--- src/hw/rtl/tap_tempo_footswitch_controller_macros.svh ---
// Assertion helpers shared by the controller RTL.
`ifndef TAP_TEMPO_FOOTSWITCH_CONTROLLER_MACROS_SVH
`define TAP_TEMPO_FOOTSWITCH_CONTROLLER_MACROS_SVH

// Same-cycle implication.
`define TTFC_ASSERT_IMPL(label, clk, rst, ante, cons) \
  label: assert property (@(posedge clk) disable iff (rst) (ante) |-> (cons)) \
    else $error("ttfc assertion failed");

// Next-cycle implication.
`define TTFC_ASSERT_NEXT(label, clk, rst, ante, cons) \
  label: assert property (@(posedge clk) disable iff (rst) (ante) |=> (cons)) \
    else $error("ttfc assertion failed");

`endif

--- src/hw/rtl/ttfc_pkg.sv ---
`timescale 1ns / 1ps
`default_nettype none
package ttfc_pkg;

  // Config port geometry
  localparam int ADDR_W = 5;
  localparam int DATA_W = 32;

  localparam logic [2:0] REG_SAMPLE_RATE = 3'd0;
  localparam logic [2:0] REG_TAP_MIN     = 3'd1;
  localparam logic [2:0] REG_TAP_TIMEOUT = 3'd2;
  localparam logic [2:0] REG_HOLD        = 3'd3;
  localparam logic [2:0] REG_MAX_DELAY   = 3'd4;

  localparam logic [17:0] RST_SAMPLE_RATE = 18'd48000;
  localparam logic [11:0] RST_TAP_MIN     = 12'd100;
  localparam logic [11:0] RST_TAP_TIMEOUT = 12'd2000;
  localparam logic [15:0] RST_HOLD        = 16'd500;
  localparam logic [19:0] RST_MAX_DELAY   = 20'd480000;

  localparam logic [9:0] MS_PER_S = 10'd1000;

  // Toggle positions
  localparam logic [1:0] TGL_UP   = 2'd0;
  localparam logic [1:0] TGL_MID  = 2'd1;
  localparam logic [1:0] TGL_DOWN = 2'd2;

  // Mode codes
  localparam logic [1:0] PITCH_UNITY  = 2'd0;
  localparam logic [1:0] PITCH_FIFTH  = 2'd1;
  localparam logic [1:0] PITCH_OCTAVE = 2'd2;
  localparam logic [1:0] FILT_POST    = 2'd0;
  localparam logic [1:0] FILT_PRE     = 2'd1;
  localparam logic [1:0] FILT_LOOP    = 2'd2;
  localparam logic [1:0] LOFI_CLEAN   = 2'd0;
  localparam logic [1:0] LOFI_SOFT    = 2'd1;
  localparam logic [1:0] LOFI_CRUSH   = 2'd2;

  typedef struct packed {
    logic [17:0] sample_rate_hz;
    logic [11:0] tap_floor_ms;
    logic [11:0] tap_limit_ms;
    logic [15:0] hold_ms;
    logic [19:0] delay_cap;
  } ttfc_cfg_t;

  typedef struct packed {
    logic [31:0] now_ms;
    logic        fs1_rise;
    logic        fs1_down;
    logic        fs2_rise;
    logic        fs2_down;
    logic        fs2_fall;
    logic [15:0] fs2_held_ms;
    logic [1:0]  toggle_one;
    logic [1:0]  toggle_two;
    logic [1:0]  toggle_three;
    logic        knob_moved;
  } ttfc_in_t;

  typedef struct packed {
    logic        delay_on;
    logic        freeze_on;
    logic        send_gate;
    logic        tap_on;
    logic [19:0] tap_samples;
    logic [1:0]  pitch_mode;
    logic [1:0]  filter_place;
    logic [1:0]  lofi_mode;
    logic        blink_start;
  } ttfc_out_t;

  // Controller -> datapath
  typedef struct packed {
    logic load_in;
    logic eval;
    logic sum_step;
    logic mul;
    logic div_step;
    logic clamp;
    logic load_out;
  } ttfc_cmd_t;

  // Datapath -> controller
  typedef struct packed {
    logic rec;
    logic sum_last;
    logic div_last;
    logic out_free;
  } ttfc_sts_t;

  // Pitch: middle is 1.5, down is 2.0, anything else unity
  function automatic logic [1:0] pitch_of(input logic [1:0] t);
    logic [1:0] m;
    m = (t == TGL_MID) ? PITCH_FIFTH : (t == TGL_DOWN) ? PITCH_OCTAVE : PITCH_UNITY;
    return m;
  endfunction

  // Three-way map where the unused code acts as down
  function automatic logic [1:0] three_way(input logic [1:0] t, input logic [1:0] c_up,
                                           input logic [1:0] c_mid, input logic [1:0] c_dn);
    logic [1:0] m;
    m = (t == TGL_UP) ? c_up : (t == TGL_MID) ? c_mid : c_dn;
    return m;
  endfunction

endpackage
`default_nettype wire

--- src/hw/rtl/ttfc_regs.sv ---
`timescale 1ns / 1ps
`default_nettype none
module ttfc_regs import ttfc_pkg::*; (
  input  wire logic              clk,
  input  wire logic              rst,
  input  wire logic              psel,
  input  wire logic              penable,
  input  wire logic              pwrite,
  input  wire logic [ADDR_W-1:0] paddr,
  input  wire logic [DATA_W-1:0] pwdata,
  output logic      [DATA_W-1:0] prdata,
  output logic                   pready,
  output ttfc_cfg_t              cfg
);

  logic       wr;
  logic [2:0] idx;

  assign pready = 1'b1;
  assign wr     = psel && penable && pwrite;
  assign idx    = paddr[ADDR_W-1:2];

  always_ff @(posedge clk) begin
    if (rst) begin
      cfg.sample_rate_hz <= RST_SAMPLE_RATE;
      cfg.tap_floor_ms   <= RST_TAP_MIN;
      cfg.tap_limit_ms   <= RST_TAP_TIMEOUT;
      cfg.hold_ms        <= RST_HOLD;
      cfg.delay_cap      <= RST_MAX_DELAY;
    end else if (wr) begin
      case (idx)
        REG_SAMPLE_RATE: cfg.sample_rate_hz <= pwdata[17:0];
        REG_TAP_MIN:     cfg.tap_floor_ms   <= pwdata[11:0];
        REG_TAP_TIMEOUT: cfg.tap_limit_ms   <= pwdata[11:0];
        REG_HOLD:        cfg.hold_ms        <= pwdata[15:0];
        REG_MAX_DELAY:   cfg.delay_cap      <= pwdata[19:0];
        default: ;
      endcase
    end
  end

  always_comb begin
    case (idx)
      REG_SAMPLE_RATE: prdata = {14'd0, cfg.sample_rate_hz};
      REG_TAP_MIN:     prdata = {20'd0, cfg.tap_floor_ms};
      REG_TAP_TIMEOUT: prdata = {20'd0, cfg.tap_limit_ms};
      REG_HOLD:        prdata = {16'd0, cfg.hold_ms};
      REG_MAX_DELAY:   prdata = {12'd0, cfg.delay_cap};
      default:         prdata = '0;
    endcase
  end

endmodule
`default_nettype wire

--- config.mk ---
export PLATFORM = sky130hd
export DESIGN_NAME = ttfc_regs
export DESIGN_NICKNAME = d
export VERILOG_FILES = /design/src/hw/rtl/tap_tempo_footswitch_controller_macros.svh /design/src/hw/rtl/ttfc_pkg.sv /design/src/hw/rtl/ttfc_regs.sv
export SDC_FILE = /design/constraint.sdc
export NUM_CORES = 1
export LEC_CHECK = 0
export BUFFER_PORTS_ARGS = -buffer_cell sky130_fd_sc_hd__buf_4
export CORE_ASPECT_RATIO = 0.6
export CORE_MARGIN = 8
export CORE_UTILIZATION = 49
export DETAILED_ROUTE_END_ITERATION = 7
export GPL_ROUTABILITY_DRIVEN = 0
export PLACE_DENSITY = 0.8
export SYNTH_ARGS = -nofsm -noshare
export SYNTH_HDL_FRONTEND = slang
export SYNTH_SLANG_ARGS = --single-unit
export TNS_END_PERCENT = 5
--- constraint.sdc ---
create_clock -name clk -period 1.17 [get_ports clk]
set_input_delay 0.0585 -clock clk [delete_from_list [all_inputs] [get_ports clk]]
set_output_delay 0.0585 -clock clk [all_outputs]
set_load 0.02 [all_outputs]
Yosys cells after proc, flatten, opt, wreduce, memory -nomap -nowiden
Cells that the tools add are included.
W data, S select, Z words.

operators by class
  add/subtract/negate cells = 0
  order comparisons = 0
  multiplexer cells = 1
  bitwise logic cells = 0
  divide/modulo/power cells = 0
  multiply operators = 0
  equality and inequality tests = 4
  shift operators = 0
  reductions and logical operators = 8

operator list
  cell                  number
  $pmux W20 S5          1
  $reduce_and A2 Y1     5
  $eq A3 B2 Y1 const B  2
  $eq A3 B1 Y1 const B  1
  $eq A3 B3 Y1 const B  1
  $logic_not A3 Y1      1
  $logic_and A1 B1 Y1   2

word-level totals
  word-level logic and storage cells = 18
  memory bits (read-only) = 0
  bits in latches = 0
  flip-flop bits (word level) = 78
  memories = 0
  RAM bits = 0

Longest topological paths before layout
  depth in word-level cells = 3
  depth in mapped cells = 6

Least setup slack after synthesis
No wires, ideal clock.

  path type = input-to-output
  from = in paddr[4]
  to = out prdata[0]
  path buffers = 2
  slack = 14 ps
  data arrival time = 1098 ps
  cell stages on the path = 5
  cell sequence = buf_6 and2b_1 clkbuf_1 a22oi_1 o22ai_1

on the way
  cells in the longest elaborated chain, start to end = 2

ends and longest elaborated chain
  what                                  line             source
  from (decl)                           ttfc_regs.sv:9   input wire logic [ADDR_W-1:0] paddr,
  $eq A3 B3 Y1 (tied with other cells)  ttfc_regs.sv:43  case (idx)
  $pmux W20 S5 (*)                      ttfc_regs.sv:43
  to (decl)                             ttfc_regs.sv:11  output logic [DATA_W-1:0] prdata,

Mark *: on every way between the ends. The rest lies on a longest branch, timed or not.

Worst setup path in the final report
  from = reg cfg[47] in the netlist's numbering
  to = out prdata[11]

on the way
  cells in the longest elaborated chain, start to end = 1

ends and longest elaborated chain
  what          line             source
  from (decl)   ttfc_regs.sv:13  output ttfc_cfg_t cfg
  $pmux W20 S5  ttfc_regs.sv:43

No other way between the ends.

==> flow_summary_export.csv <==
group,metric,value,unit
placement,numPortBuffers,125,
routing,drtPass1Iterations,4,
layout,area.growth.synth_to_final,48.79,%
routing,via_count,3681,
yosys,syn-instance-count,407,
routing,drt_wl_total,12.76,mm
sta,grt_setup_unrepaired,"true",
floorplan,die-width,130.9,um
sta,timing.fmax,0.7195,GHz
sta,relSlewSlack,65.13,%
sta,finalCritPeriodShare,118.8,%
sta,tightestPinTransition,0.5231,ns
layout,layout.core_utilization,74.12,%
routing,drcViolationCount,0,
floorplan,initial_utilization,49.82,%
floorplan,boundaryPins,153,
power_and_ir_drop,power-per-cell-area,1131,mW/mm2
yosys,synth_sequential_area_ratio,40.25,%
job,max_cap_viol_count,0,
placement,postPlaceCellArea,0.005161,mm2
clock_tree,tritoncts,"yes",
layout,antenna-diode-count,0,
layout,num-nets-final,612,
yosys,yosys.cell_types.count,32,
power_and_ir_drop,sequentialPowerShare,41.3,%
power_and_ir_drop,post-layout-total-power,6.532,mW
yosys,ys_seq_elements,78,
routing,first_iter_violations,194,
floorplan,die_h,84.93,um
grt,number_of_antenna_violations_at_the_first_check_in_global_routing,0,
layout,layout.cells.most_common_list,"buf_4 (170), mux2i_1 (70), nand2b_1 (55), dfxtp_1 (53), nor2_1 (41)",
sta,fin_worst_hold_slack,0.01489,ns
yosys,syn_area,0.003880,mm2
sta,drv_slew,0,
critical_path,cp.arrival,1.33,ns
sta,setup_total_negative_slack,-2.456,ns
critical_path,cp_data_required_time,1.11,ns
placement,place_hpwl,9.388,mm
power_and_ir_drop,switching_power,1.606,mW
worst_hold_path,hold_path.class,"input pin to flop",
routing,drt.antenna.violating_nets,0,
sta,setup_viol,12,
sta,setup_ws,-0.2198,ns
power_and_ir_drop,max-vdd-ir-drop,0.5992,mV
clock_tree,clock_tree.buffer_depth,2,
sta,finClkSkew,0,ns
placement,dp.cells,652,
grt,grt_overflow,0,
layout,finalInstanceArea,0.005773,mm2
placement,pre_cts_ws,-0.1790,ns
power_and_ir_drop,power_leakage,2.678,nW
clock_tree,htree_num_levels,3,
critical_path,worstSetupEndpointType,"primary output",
layout,top_register,"cfg",
layout,largest_registers,"cfg x78",
power_and_ir_drop,p_comb_share,12.6,%
grt,first_global_vias,3708,
critical_path,worst_setup_path_start_kind,"flop",
layout,post_route_cells_drive_above_1_share,45.22,%
routing,drt-wirelength-per-cell,18.69,um
routing,vias_per_cell,5.389,
yosys,syn_area_per_cell,9.533,um2
clock_tree,cts_sinks,78,
grt,grt_usage,22.67,%
sta,final_period_minus_worst_setup_slack,1.390,ns
power_and_ir_drop,intPower,4.925,mW
clock_tree,clkSlewWorstSetupHoldPaths,0.06,ns
critical_path,critical_path_class,"flop to primary output",
run_status,violations,"negative setup slack",
layout,layout.cells.non_filler,683,
floorplan,core,0.007789,mm2
floorplan,die_area,0.01112,mm2
clock_tree,worstSkewPairLatency,0.33,ns
yosys,netlist_top_cells_area,"dfxtp_1 (40%), mux2i_1 (18%), nand2b_1 (8.9%)",
floorplan,rows,25,
yosys,yosysWarnings,0,
clock_tree,cts.root.buffer_cell,"clkbuf_16",
critical_path,timing.critical_path.fanout_max,2,
grt,grt_pass1_wl,19.87,mm
yosys,synth.largest_area_cell,"dfxtp_1",
run_status,status,"complete, but fails checks",
power_and_ir_drop,clock_power_share,46.1,%
clock_tree,cts_bufs_inserted,9,
grt,pin_count_of_the_biggest_net_entering_global_routing,35,
power_and_ir_drop,netSwitchingFraction,24.59,%
layout,mostFrequentLayoutCell,"buf_4",
layout,largest_reg_flops,78,
yosys,synth.top_cell.area_share,40.25,%
sta,final-hold-violation-count,0,
area by class of cell:
| class | count | area, um2 |
|---|---|---|
| clock buffers | 9 | 225.2 |
| clock inverters | 7 | 95.09 |
| fillers | 545 | 2016 |
| inverters | 1 | 6.256 |
| multi-input cells | 291 | 2176 |
| flip-flops and latches | 78 | 1593 |
| well taps | 108 | 135.1 |
| repair buffers | 189 | 1543 |
worst max-delay path: stages, from the launching register on:
cell and delay, ns:
dfxtp_2 0.32, mux2_4 0.27, a22oi_2 0.16, o22ai_2 0.10, buf_6 0.15
path summary, 6_finish.rpt:
check,start,end,slack (ns),cells past startpoint
max,cfg[47],prdata[11],-0.22,4
min,pwdata[10],cfg[46],0.01,3
max reg2reg,cfg[21],cfg[21],0.39,3
min reg2reg,cfg[29],cfg[29],0.49,2
metal layers:
metal / vias up / track usage [%] / share of wire (%) / routed length, um
met5: - / 0 / 0 / 0
met3: 11 / 6.821 / 8.1 / 1028
met1: 1801 / 28.74 / 43 / 5543
met4: 0 / 3.938 / 0.93 / 119
met2: 137 / 37.45 / 48 / 6072
li1: 1732 / - / - / -
logic make-up after synthesis:
logic type / share of synthesized area (%)
AOI/OAI and AO/OA: 10.90
muxes: 21.54
DFF: 40.25
other: 0.1936
and+or+nand+nor: 19.51
buffers and inverters: 7.610
power groups by stage:
stage / clock network, mW / logic, mW / registers, mW
after floorplan: 0 / 0.422 / 2.77
after global placement: 0 / 0.745 / 2.75
after detailed placement: 0 / 0.753 / 2.75
after CTS: 3.04 / 0.803 / 2.69
after global routing: 3.17 / 0.873 / 2.70
final: 3.01 / 0.824 / 2.69
cells in the mapped netlist:
cell / instances
dfxtp_1: 78
mux2i_1: 70
nand2b_1: 55
nor2_1: 41
a22oi_1: 22
clkbuf_1: 18
buf_4: 16
nand3_1: 13
a21oi_1: 12
mux2_2: 12
o22ai_1: 12
o21ai_0: 11
and3_1: 10
buf_2: 9
buf_6: 5
o2bb2ai_1: 4
a211o_1: 3
conb_1: 2
a31oi_1: 1
and2_1: 1
and2b_1: 1
and3b_1: 1
and4b_1: 1
inv_4: 1
nand2_2: 1
nand3_4: 1
nand4b_4: 1
nor2_4: 1
nor2b_1: 1
nor3_4: 1
or2_2: 1
or3_4: 1
what timing repair did:
action,CTS,global route
hold buffers,7,0
gates resized for setup,43,10
endpoints found under the setup margin,15,16
buffers inserted,8,0
hold endpoints to repair,8,0
pin swaps,17,5
Power figures use the tool's default switching activity.
