$ cat src/hw/rtl/tap_tempo_footswitch_controller_macros.svh
// Assertion helpers shared by the controller RTL.
`ifndef TAP_TEMPO_FOOTSWITCH_CONTROLLER_MACROS_SVH
`define TAP_TEMPO_FOOTSWITCH_CONTROLLER_MACROS_SVH

// Same-cycle implication.
`define TTFC_ASSERT_IMPL(label, clk, rst, ante, cons) \
  label: assert property (@(posedge clk) disable iff (rst) (ante) |-> (cons)) \
    else $error("ttfc assertion failed");

// Next-cycle implication.
`define TTFC_ASSERT_NEXT(label, clk, rst, ante, cons) \
  label: assert property (@(posedge clk) disable iff (rst) (ante) |=> (cons)) \
    else $error("ttfc assertion failed");

`endif

$ cat src/hw/rtl/ttfc_pkg.sv
`timescale 1ns / 1ps
`default_nettype none
package ttfc_pkg;

  // Config port geometry
  localparam int ADDR_W = 5;
  localparam int DATA_W = 32;

  localparam logic [2:0] REG_SAMPLE_RATE = 3'd0;
  localparam logic [2:0] REG_TAP_MIN     = 3'd1;
  localparam logic [2:0] REG_TAP_TIMEOUT = 3'd2;
  localparam logic [2:0] REG_HOLD        = 3'd3;
  localparam logic [2:0] REG_MAX_DELAY   = 3'd4;

  localparam logic [17:0] RST_SAMPLE_RATE = 18'd48000;
  localparam logic [11:0] RST_TAP_MIN     = 12'd100;
  localparam logic [11:0] RST_TAP_TIMEOUT = 12'd2000;
  localparam logic [15:0] RST_HOLD        = 16'd500;
  localparam logic [19:0] RST_MAX_DELAY   = 20'd480000;

  localparam logic [9:0] MS_PER_S = 10'd1000;

  // Toggle positions
  localparam logic [1:0] TGL_UP   = 2'd0;
  localparam logic [1:0] TGL_MID  = 2'd1;
  localparam logic [1:0] TGL_DOWN = 2'd2;

  // Mode codes
  localparam logic [1:0] PITCH_UNITY  = 2'd0;
  localparam logic [1:0] PITCH_FIFTH  = 2'd1;
  localparam logic [1:0] PITCH_OCTAVE = 2'd2;
  localparam logic [1:0] FILT_POST    = 2'd0;
  localparam logic [1:0] FILT_PRE     = 2'd1;
  localparam logic [1:0] FILT_LOOP    = 2'd2;
  localparam logic [1:0] LOFI_CLEAN   = 2'd0;
  localparam logic [1:0] LOFI_SOFT    = 2'd1;
  localparam logic [1:0] LOFI_CRUSH   = 2'd2;

  typedef struct packed {
    logic [17:0] sample_rate_hz;
    logic [11:0] tap_floor_ms;
    logic [11:0] tap_limit_ms;
    logic [15:0] hold_ms;
    logic [19:0] delay_cap;
  } ttfc_cfg_t;

  typedef struct packed {
    logic [31:0] now_ms;
    logic        fs1_rise;
    logic        fs1_down;
    logic        fs2_rise;
    logic        fs2_down;
    logic        fs2_fall;
    logic [15:0] fs2_held_ms;
    logic [1:0]  toggle_one;
    logic [1:0]  toggle_two;
    logic [1:0]  toggle_three;
    logic        knob_moved;
  } ttfc_in_t;

  typedef struct packed {
    logic        delay_on;
    logic        freeze_on;
    logic        send_gate;
    logic        tap_on;
    logic [19:0] tap_samples;
    logic [1:0]  pitch_mode;
    logic [1:0]  filter_place;
    logic [1:0]  lofi_mode;
    logic        blink_start;
  } ttfc_out_t;

  // Controller -> datapath
  typedef struct packed {
    logic load_in;
    logic eval;
    logic sum_step;
    logic mul;
    logic div_step;
    logic clamp;
    logic load_out;
  } ttfc_cmd_t;

  // Datapath -> controller
  typedef struct packed {
    logic rec;
    logic sum_last;
    logic div_last;
    logic out_free;
  } ttfc_sts_t;

  // Pitch: middle is 1.5, down is 2.0, anything else unity
  function automatic logic [1:0] pitch_of(input logic [1:0] t);
    logic [1:0] m;
    m = (t == TGL_MID) ? PITCH_FIFTH : (t == TGL_DOWN) ? PITCH_OCTAVE : PITCH_UNITY;
    return m;
  endfunction

  // Three-way map where the unused code acts as down
  function automatic logic [1:0] three_way(input logic [1:0] t, input logic [1:0] c_up,
                                           input logic [1:0] c_mid, input logic [1:0] c_dn);
    logic [1:0] m;
    m = (t == TGL_UP) ? c_up : (t == TGL_MID) ? c_mid : c_dn;
    return m;
  endfunction

endpackage
`default_nettype wire

$ cat src/hw/rtl/ttfc_ctrl.sv
`timescale 1ns / 1ps
`default_nettype none
`include "tap_tempo_footswitch_controller_macros.svh"
module ttfc_ctrl import ttfc_pkg::*; (
  input  wire logic      clk,
  input  wire logic      rst,
  input  wire logic      in_valid,
  output logic           in_ready,
  input  ttfc_sts_t      sts,
  output ttfc_cmd_t      cmd
);

  typedef enum logic [6:0] {
    S_IDLE  = 7'b0000001,
    S_EVAL  = 7'b0000010,
    S_SUM   = 7'b0000100,
    S_MUL   = 7'b0001000,
    S_DIV   = 7'b0010000,
    S_CLAMP = 7'b0100000,
    S_DONE  = 7'b1000000
  } state_t;

  state_t state, state_next;

  assign in_ready = (state == S_IDLE);

  always_comb begin
    state_next = state;
    cmd        = '0;
    unique case (state)
      S_IDLE: begin
        if (in_valid) begin
          cmd.load_in = 1'b1;
          state_next  = S_EVAL;
        end
      end
      S_EVAL: begin
        cmd.eval   = 1'b1;
        state_next = sts.rec ? S_SUM : S_DONE;
      end
      S_SUM: begin
        cmd.sum_step = 1'b1;
        if (sts.sum_last) state_next = S_MUL;
      end
      S_MUL: begin
        cmd.mul    = 1'b1;
        state_next = S_DIV;
      end
      S_DIV: begin
        cmd.div_step = 1'b1;
        if (sts.div_last) state_next = S_CLAMP;
      end
      S_CLAMP: begin
        cmd.clamp  = 1'b1;
        state_next = S_DONE;
      end
      S_DONE: begin
        if (sts.out_free) begin
          cmd.load_out = 1'b1;
          state_next   = S_IDLE;
        end
      end
      default: state_next = S_IDLE;
    endcase
  end

  always_ff @(posedge clk) begin
    if (rst) begin
      state <= S_IDLE;
    end else begin
      state <= state_next;
    end
  end

  `TTFC_ASSERT_NEXT(a_accept_to_eval, clk, rst, in_valid && in_ready, state == S_EVAL)
  `TTFC_ASSERT_NEXT(a_no_tap_skips_math, clk, rst, state == S_EVAL && !sts.rec, state == S_DONE)
  `TTFC_ASSERT_IMPL(a_state_onehot, clk, rst, 1'b1, $onehot(state))

endmodule
`default_nettype wire

$ cat config.mk
export PLATFORM = sky130hd
export DESIGN_NAME = ttfc_ctrl
export DESIGN_NICKNAME = d
export VERILOG_FILES = /design/src/hw/rtl/ttfc_pkg.sv /design/src/hw/rtl/ttfc_ctrl.sv
export VERILOG_INCLUDE_DIRS = /design/src /design/src/hw/rtl
export SDC_FILE = /design/constraint.sdc
export NUM_CORES = 1
export LEC_CHECK = 0
export BUFFER_PORTS_ARGS = -buffer_cell sky130_fd_sc_hd__buf_2
export CORE_MARGIN = 3
export CORE_UTILIZATION = 35
export CTS_CLUSTER_DIAMETER = 200
export DETAILED_ROUTE_END_ITERATION = 16
export HOLD_SLACK_MARGIN = 0.02
export PLACE_DENSITY = 0.64
export SLEW_MARGIN = 10
export SYNTH_ARGS = -nofsm -noshare
export SYNTH_HDL_FRONTEND = slang
export SYNTH_SLANG_ARGS = --single-unit
$ cat constraint.sdc
create_clock -name clk -period 1.5 [get_ports clk]
set_clock_uncertainty 0.15 [all_clocks]
set_input_delay 0.15 -clock clk [delete_from_list [all_inputs] [get_ports clk]]
set_output_delay 0.15 -clock clk [all_outputs]
set_load 0.05 [all_outputs]
### Yosys cells after proc, flatten, opt, wreduce, memory -nomap -nowiden

Cells that the tools add are included.

* register bits after elaboration: 7
* input port bits: 7
* output and inout bits: 8
* word-level logic and storage cells: 28

* eq/ne operators: 11
* mux-type cells: 15
* reduce and logical (&&, ||, !) cells: 1

Operators by type and width (number)
* one-hot mux 7 bit (7 select lines): 1
* two-way mux 7 bit: 5
* two-way mux 1 bit: 9
* != test 2 bit, second input constant: 4
* equality test 7 x 1 -> 1 bit, second input constant: 1
* equality test 7 x 2 -> 1 bit, second input constant: 1
* equality test 7 x 3 -> 1 bit, second input constant: 1
* equality test 7 x 4 -> 1 bit, second input constant: 1
* equality test 7 x 5 -> 1 bit, second input constant: 1
* equality test 7 x 6 -> 1 bit, second input constant: 1
* equality test 7 bit, second input constant: 1
* AND reduction 4 bit: 1

### Logic depth before layout (Yosys ltp)

Gate-level depths: netlist of run 1.

* depth in word-level cells: 3
* depth in mapped cells: 5
* gate-level depth less buffers: 4

### Least setup slack after synthesis of run 1

Ideal clock, no wire load.

* path type: register to register
* start point: register state[6]
* end point: register state[1]
* library setup time: 0.071 ns
* arrival time: 2.636 ns
* required time: 1.279 ns
* setup slack: -1.358 ns
* stages on the path, launching flop included: 5
* path buffers: 1
* clock period less this slack: 2.858 ns
* path through: dfxtp_1 > buf_2 > or3_1 > nor4_1 > nor2b_1

* longest elaborated chain between the ends: 3
* elaborated cells between the ends (all ways): 13
* classes of those cells: 11 x eq/ne; 1 x mux; 1 x reduce/logical

RTL lines
* start, declared: line ttfc_ctrl.sv:23 `state_t state, state_next;`
* start signal, assigned: line ttfc_ctrl.sv:71 `state <= state_next;`
* equality test 7 x 3 -> 1 bit (tied with other cells): line ttfc_ctrl.sv:30 `unique case (state)`
* != test 2 bit (no line)
* AND reduction 4 bit (no line)

Several ways; a longest one is shown, not always the timed one.
A chain may end at the register's enable or synchronous reset.

==> impl_metrics.ini, run 1 <==
[status]
status = finished with violations
violations = setup timing

[synth]
synth-seq-cells = 7
ys_types = 27
synth_area_sq_um = 472
yosysWarnings = 0
synth_top_area_frac = 0.297
avgSynthCellArea_sq_um = 7.61
syn_nets = 69
synth.area.top_cells = dfxtp_1 30%, nor3b_1 6.4%, nor3_1 5.3%
synth_largest_area_cell = dfxtp_1
netlist_instances = 62
ys_seq_area_frac = 0.297

[worst_setup_path]
critPathCaptureType = output port
startpoint_type = register
slowest_delay_ns = 0.43
required_ns = 1.20
worstPathArrival_ns = 1.59
path_cells = or2_4 > or3_4 > nor3_4 > buf_6
slowest_stage = or3_4
path_max_fanout = 4
path_class = reg2out

[routing]
wirelength_um = 2160
vias = 691
wire_per_inst_um = 18.0
drt_iter0_drc = 19
via_per_inst = 5.76
drc_errors = 0
dr.pass1.iters = 4
final_antenna_net_count = 0

[pwr]
pwr-share-comb = 0.412
p_clk_frac = 0.284
p_total_uw = 649
switching_share = 0.353
p_per_area_nw_per_um2 = 622
p_seq_frac = 0.303
internal_power_uw = 420
p_switching_uw = 229
leakagePower_nw = 0.425
irDropWorstVdd_v = 0.000689

[floorplan]
die_y_um = 42.7
pin_count = 15
start_util = 0.398
die_w_um = 42.7
rows = 12
die-area_sq_um = 1820
core_sq_um = 1190

[placed_design]
port_buffers = 14
dpl.hpwl_um = 1180
place_inst = 107
gp_congestion = 0.854

[global_routing]
grtUsageTotal = 0.246
grt_max_degree = 8
antenna_found_initial = 0
met1_usage = 0.301
met3_usage = 0.0678
grt_pass1_wl_um = 3330
use_met2 = 0.407
overflow = 0
top_usage_layer = met2
grt_pass1_vias = 690

[layout]
num_antenna_cells = 0
top_regs = state (7)
ff_latch_area_sq_um = 149
drive_above_1_share = 0.670
stdcell_count = 120
top_register = state
nNetsFinal = 114
multi_input_area_sq_um = 473
fillers = 66
syn2layout_area_growth_pct = 121
utilization = 0.879
largest_reg_flops = 7

[sta]
rsz0062_at_grt = yes
fin_crit_ns = 1.89
final_hold_viol_count = 0
max_slew_margin = 0.766
clock.fmax_mhz = 529
finalSetupViolations = 14
setup_slack_ns = -0.389
slew_violations = 0
fin_crit_sh = 1.26
max_slew.worst_pin.slew_ns = 0.349

[clocking]
htreeDepth = 1
clockRootBuffer = clkbuf_4
cts_tree = yes
clkLatencyLatePin_ns = 0.26
clk_pin_slew_ns = 0.06
cts.sinks = 7
cts_buffers = 3
clockBufferDepth = 2

[job]
cap_viol_max_count = 0

[worst_hold_path]
hold_path_class = in2reg
==> critical path: cells and delay by family, from the launching register on <==
family / cells / cell delay (ns)
buffers and inverters: 1 / 0.18
and+or+nand+nor: 3 / 0.81
DFF: 1 / 0.33
==> area by class of cell <==
type | count | area share
Multi-Input combinational cell | 50 | 0.454
Timing Repair Buffer | 42 | 0.351
Sequential cell | 7 | 0.143
Clock buffer | 4 | 0.0252
Tap cell | 14 | 0.0168
Inverter | 3 | 0.0108
==> cells by family after synthesis <==
| logic type | count (synthesis) | synth area share |
|---|---|---|
| XOR/XNOR | 1 | 0.0186 |
| AND/OR/NAND/NOR | 37 | 0.467 |
| buffers and inverters | 5 | 0.0451 |
| AO/OA/AOI/OAI | 12 | 0.172 |
| flip-flops | 7 | 0.297 |
==> final timing paths <==
path | depth (start not counted) | endpoint | start | slack, ns
worst max register to register | 6 | state[0] | state[4] | -0.36
worst min register to register | 2 | state[2] | state[6] | 0.51
worst min-delay path | 3 | state[2] | sts[3] | 0.08
worst max-delay path | 4 | cmd[5] | state[4] | -0.39
==> synthesized netlist by cell type <==
cell / count
or2_2: 1
o21ai_0: 2
nor3b_1: 4
nor3_1: 5
inv_1: 3
o221ai_1: 1
o211ai_1: 2
nor3_2: 1
and3_1: 3
dfxtp_1: 7
nor4b_1: 1
a21oi_1: 3
nor4_1: 1
or2b_1: 1
or3b_1: 1
o2111ai_1: 2
nand2b_1: 3
a31oi_1: 1
xor2_1: 1
nor2_1: 5
nand2_1: 4
o311ai_1: 1
or2_1: 1
nor2b_1: 1
buf_2: 2
or3_1: 3
or4_1: 2
==> per-stage QoR <==
stage | area [sq um] | hold WS [ns] | setup TNS, ns | setup slack, ns
after floorplan | 598 | 0.0691 | -3.20 | -0.391
after global placement | 806 | 0.235 | -1.20 | -0.221
final | 1040 | 0.0755 | -3.52 | -0.389
after CTS | 995 | 0.0810 | -2.86 | -0.373
after global routing | 1040 | 0.126 | -4.19 | -0.433
after detailed placement | 806 | 0.239 | -1.43 | -0.225
==> layout by cell type (no fill, tap or decap), types with 2 or more instances in the layout <==
cell | Yosys | final
or3_4 | 0 | 3
or4_4 | 0 | 2
inv_1 | 3 | 3
nand2b_1 | 3 | 2
dfxtp_1 | 7 | 2
and3_1 | 3 | 2
o21ai_0 | 2 | 2
buf_4 | 0 | 19
nor3_4 | 0 | 5
nand2_1 | 4 | 3
buf_6 | 0 | 14
buf_2 | 2 | 6
dlygate4sd3_1 | 0 | 2
nor2_4 | 0 | 2
o211ai_1 | 2 | 2
o2111ai_1 | 2 | 2
nor3b_1 | 4 | 3
dfxtp_2 | 0 | 4
or2_4 | 0 | 2
nor2_1 | 5 | 3
clkbuf_4 | 0 | 3
==> what timing repair did <==
action	CTS	global route
hold endpoints to repair	4	0
hold buffers	2	0
endpoints found under the setup margin	14	15
buffers inserted	6	4
pin swaps	9	6
gates resized for setup	28	11
==> power groups by stage <==
| stage | logic (mW) | clock network [mW] | registers (mW) |
|---|---|---|---|
| floorplan | 0.123 | 0 | 0.205 |
| global placement | 0.199 | 0 | 0.199 |
| detailed placement | 0.201 | 0 | 0.199 |
| CTS | 0.248 | 0.182 | 0.195 |
| global route | 0.283 | 0.201 | 0.198 |
| finish | 0.268 | 0.184 | 0.197 |
==> routing by layer <==
| metal | wire [um] | share of wire | vias to the layer above |
|---|---|---|---|
| met5 | 0 | 0 | - |
| met2 | 1100 | 0.51 | 30 |
| met3 | 144 | 0.067 | 4 |
| met4 | 45 | 0.021 | 0 |
| li1 | - | - | 319 |
| met1 | 865 | 0.40 | 338 |
No activity file was read; power rests on OpenSTA's default activity.
==> run 2, diff against run 1 <==
--- a/config.mk
+++ b/config.mk
@@ -12,7 +12,7 @@
 export CTS_CLUSTER_DIAMETER = 200
 export DETAILED_ROUTE_END_ITERATION = 16
 export HOLD_SLACK_MARGIN = 0.02
-export PLACE_DENSITY = 0.64
+export PLACE_DENSITY = 0.61
 export SLEW_MARGIN = 10
 export SYNTH_ARGS = -nofsm -noshare
 export SYNTH_HDL_FRONTEND = slang
==> constraint.sdc (replaced) <==
create_clock -name clk -period 1.8 [get_ports clk]
set_clock_uncertainty 0.15 [all_clocks]
set_input_delay 0.18 -clock clk [delete_from_list [all_inputs] [get_ports clk]]
set_output_delay 0.18 -clock clk [all_outputs]
set_load 0.05 [all_outputs]
==> impl_metrics.ini, run 2 (synthesis results as in run 1) <==
[status]
status = finished with violations
violations = setup timing

[layout]
layout.cells.most_common_list = 14 x buf_4, 9 x buf_6, 6 x buf_2
num_antenna_cells = 0
ff_latch_area_sq_um = 148
layout_commonest_cell = buf_4
drive_above_1_share = 0.600
nNetsFinal = 103
top_regs = state (7)
fillers = 84
largest_reg_flops = 7
top_register = state
syn2layout_area_growth_pct = 93.6
stdcell_count = 109
multi_input_area_sq_um = 448
utilization = 0.770

[sta]
final_hold_viol_count = 0
fin_crit_ns = 1.94
clock.fmax_mhz = 516
max_slew.worst_pin.slew_ns = 0.310
finalSetupViolations = 5
setup_slack_ns = -0.138
hold_slack_ns = 0.0373
fin_crit_sh = 1.08
max_slew_margin = 0.792
slew_violations = 0
rsz0062_at_grt = yes

[global_routing]
grtUsageTotal = 0.192
overflow = 0
top_usage_layer = met2
grt_pass1_wl_um = 2640
grt_max_degree = 11
grt_pass1_vias = 607
met1_usage = 0.246
antenna_found_initial = 0
use_met2 = 0.296
met3_usage = 0.0932

[worst_setup_path]
slowest_delay_ns = 0.43
startpoint_type = register
cp-startpoint = state[0]
slowest_stage = or3_4
path_cells = or2_4 > or3_4 > nor3_4 > buf_6
critPathCaptureType = output port
crit_family = simple AND/OR/NAND/NOR gates
required_ns = 1.47
worstPathArrival_ns = 1.61
path_class = reg2out
critPathBufInv = 1
path_max_fanout = 3
timing.rr.start = state[2]

[placed_design]
gp_congestion = 0.804
port_buffers = 14
dpl.hpwl_um = 1130
dp_slack_ns = 0.0450
place_inst = 98

[routing]
final_antenna_net_count = 0
vias = 623
drt_iter0_drc = 21
drc_errors = 0
via_per_inst = 5.72
dr.pass1.iters = 4
wire_per_inst_um = 15.7
wirelength_um = 1710

[clocking]
htreeDepth = 1
cts.sinks = 7
clkLatencyLatePin_ns = 0.27
cts_tree = yes
clk_pin_slew_ns = 0.07
clockBufferDepth = 2
clockRootBuffer = clkbuf_4
cts_buffers = 3

[floorplan]
die-area_sq_um = 1820
pin_count = 15
die_y_um = 42.7
die_w_um = 42.7
start_util = 0.398
rows = 12
core_sq_um = 1190

[job]
cap_viol_max_count = 0

[worst_hold_path]
hold_path_class = in2reg
min-delay-start = sts[2]

[pwr]
p_per_area_nw_per_um2 = 542
p_total_uw = 495
leakagePower_nw = 0.371
irDropWorstVdd_v = 0.000545
[run 2: report_power, final]
| part | leakage (nW) | switching, mW | total [mW] | internal, mW |
|---|---|---|---|---|
| clock network | 0.0177 | 0.0717 | 0.153 | 0.0818 |
| registers | 0.0584 | 0.00476 | 0.164 | 0.159 |
| logic | 0.295 | 0.103 | 0.178 | 0.0752 |
[run 2: final timing paths]
check                  end  slack, ns  cells after the start
setup reg to reg  state[0]      -0.08                      5
setup / recovery    cmd[5]      -0.14                      4
hold reg to reg   state[0]       0.54                      3
hold / removal    state[3]       0.04                      2
[run 2: per-stage QoR]
stage	TNS, ns	instance area, sq um
finish	-0.340	913
global route	-0.595	913
CTS	-0.304	848
detailed placement	0	713
floorplan	-0.732	567
global placement	0	713
[run 2: per-layer routing]
metal / routed length (um) / vias up / share of wire
met3: 131 / 5 / 0.077
li1: - / 300 / -
met5: 0 / - / 0
met2: 801 / 29 / 0.47
met4: 17 / 0 / 0.010
met1: 756 / 289 / 0.44
[run 2: repair_timing]
| item | in CTS | in global routing |
|---|---|---|
| gates resized for setup | 21 | 13 |
| hold endpoints to repair | 3 | 0 |
| setup endpoints to repair | 8 | 10 |
| pin swaps | 7 | 12 |
| cloned | 0 | 0 |
| setup buffers | 5 | 2 |
| hold buffers | 1 | 0 |
[run 2: cell type report]
type                            count  share of cell area
Inverter                            3              0.0123
Clock buffer                        3              0.0247
Timing Repair Buffer               31               0.286
Multi-Input combinational cell     50               0.490
Sequential cell                     7               0.162
Tap cell                           14              0.0192
Clock inverter                      1             0.00548
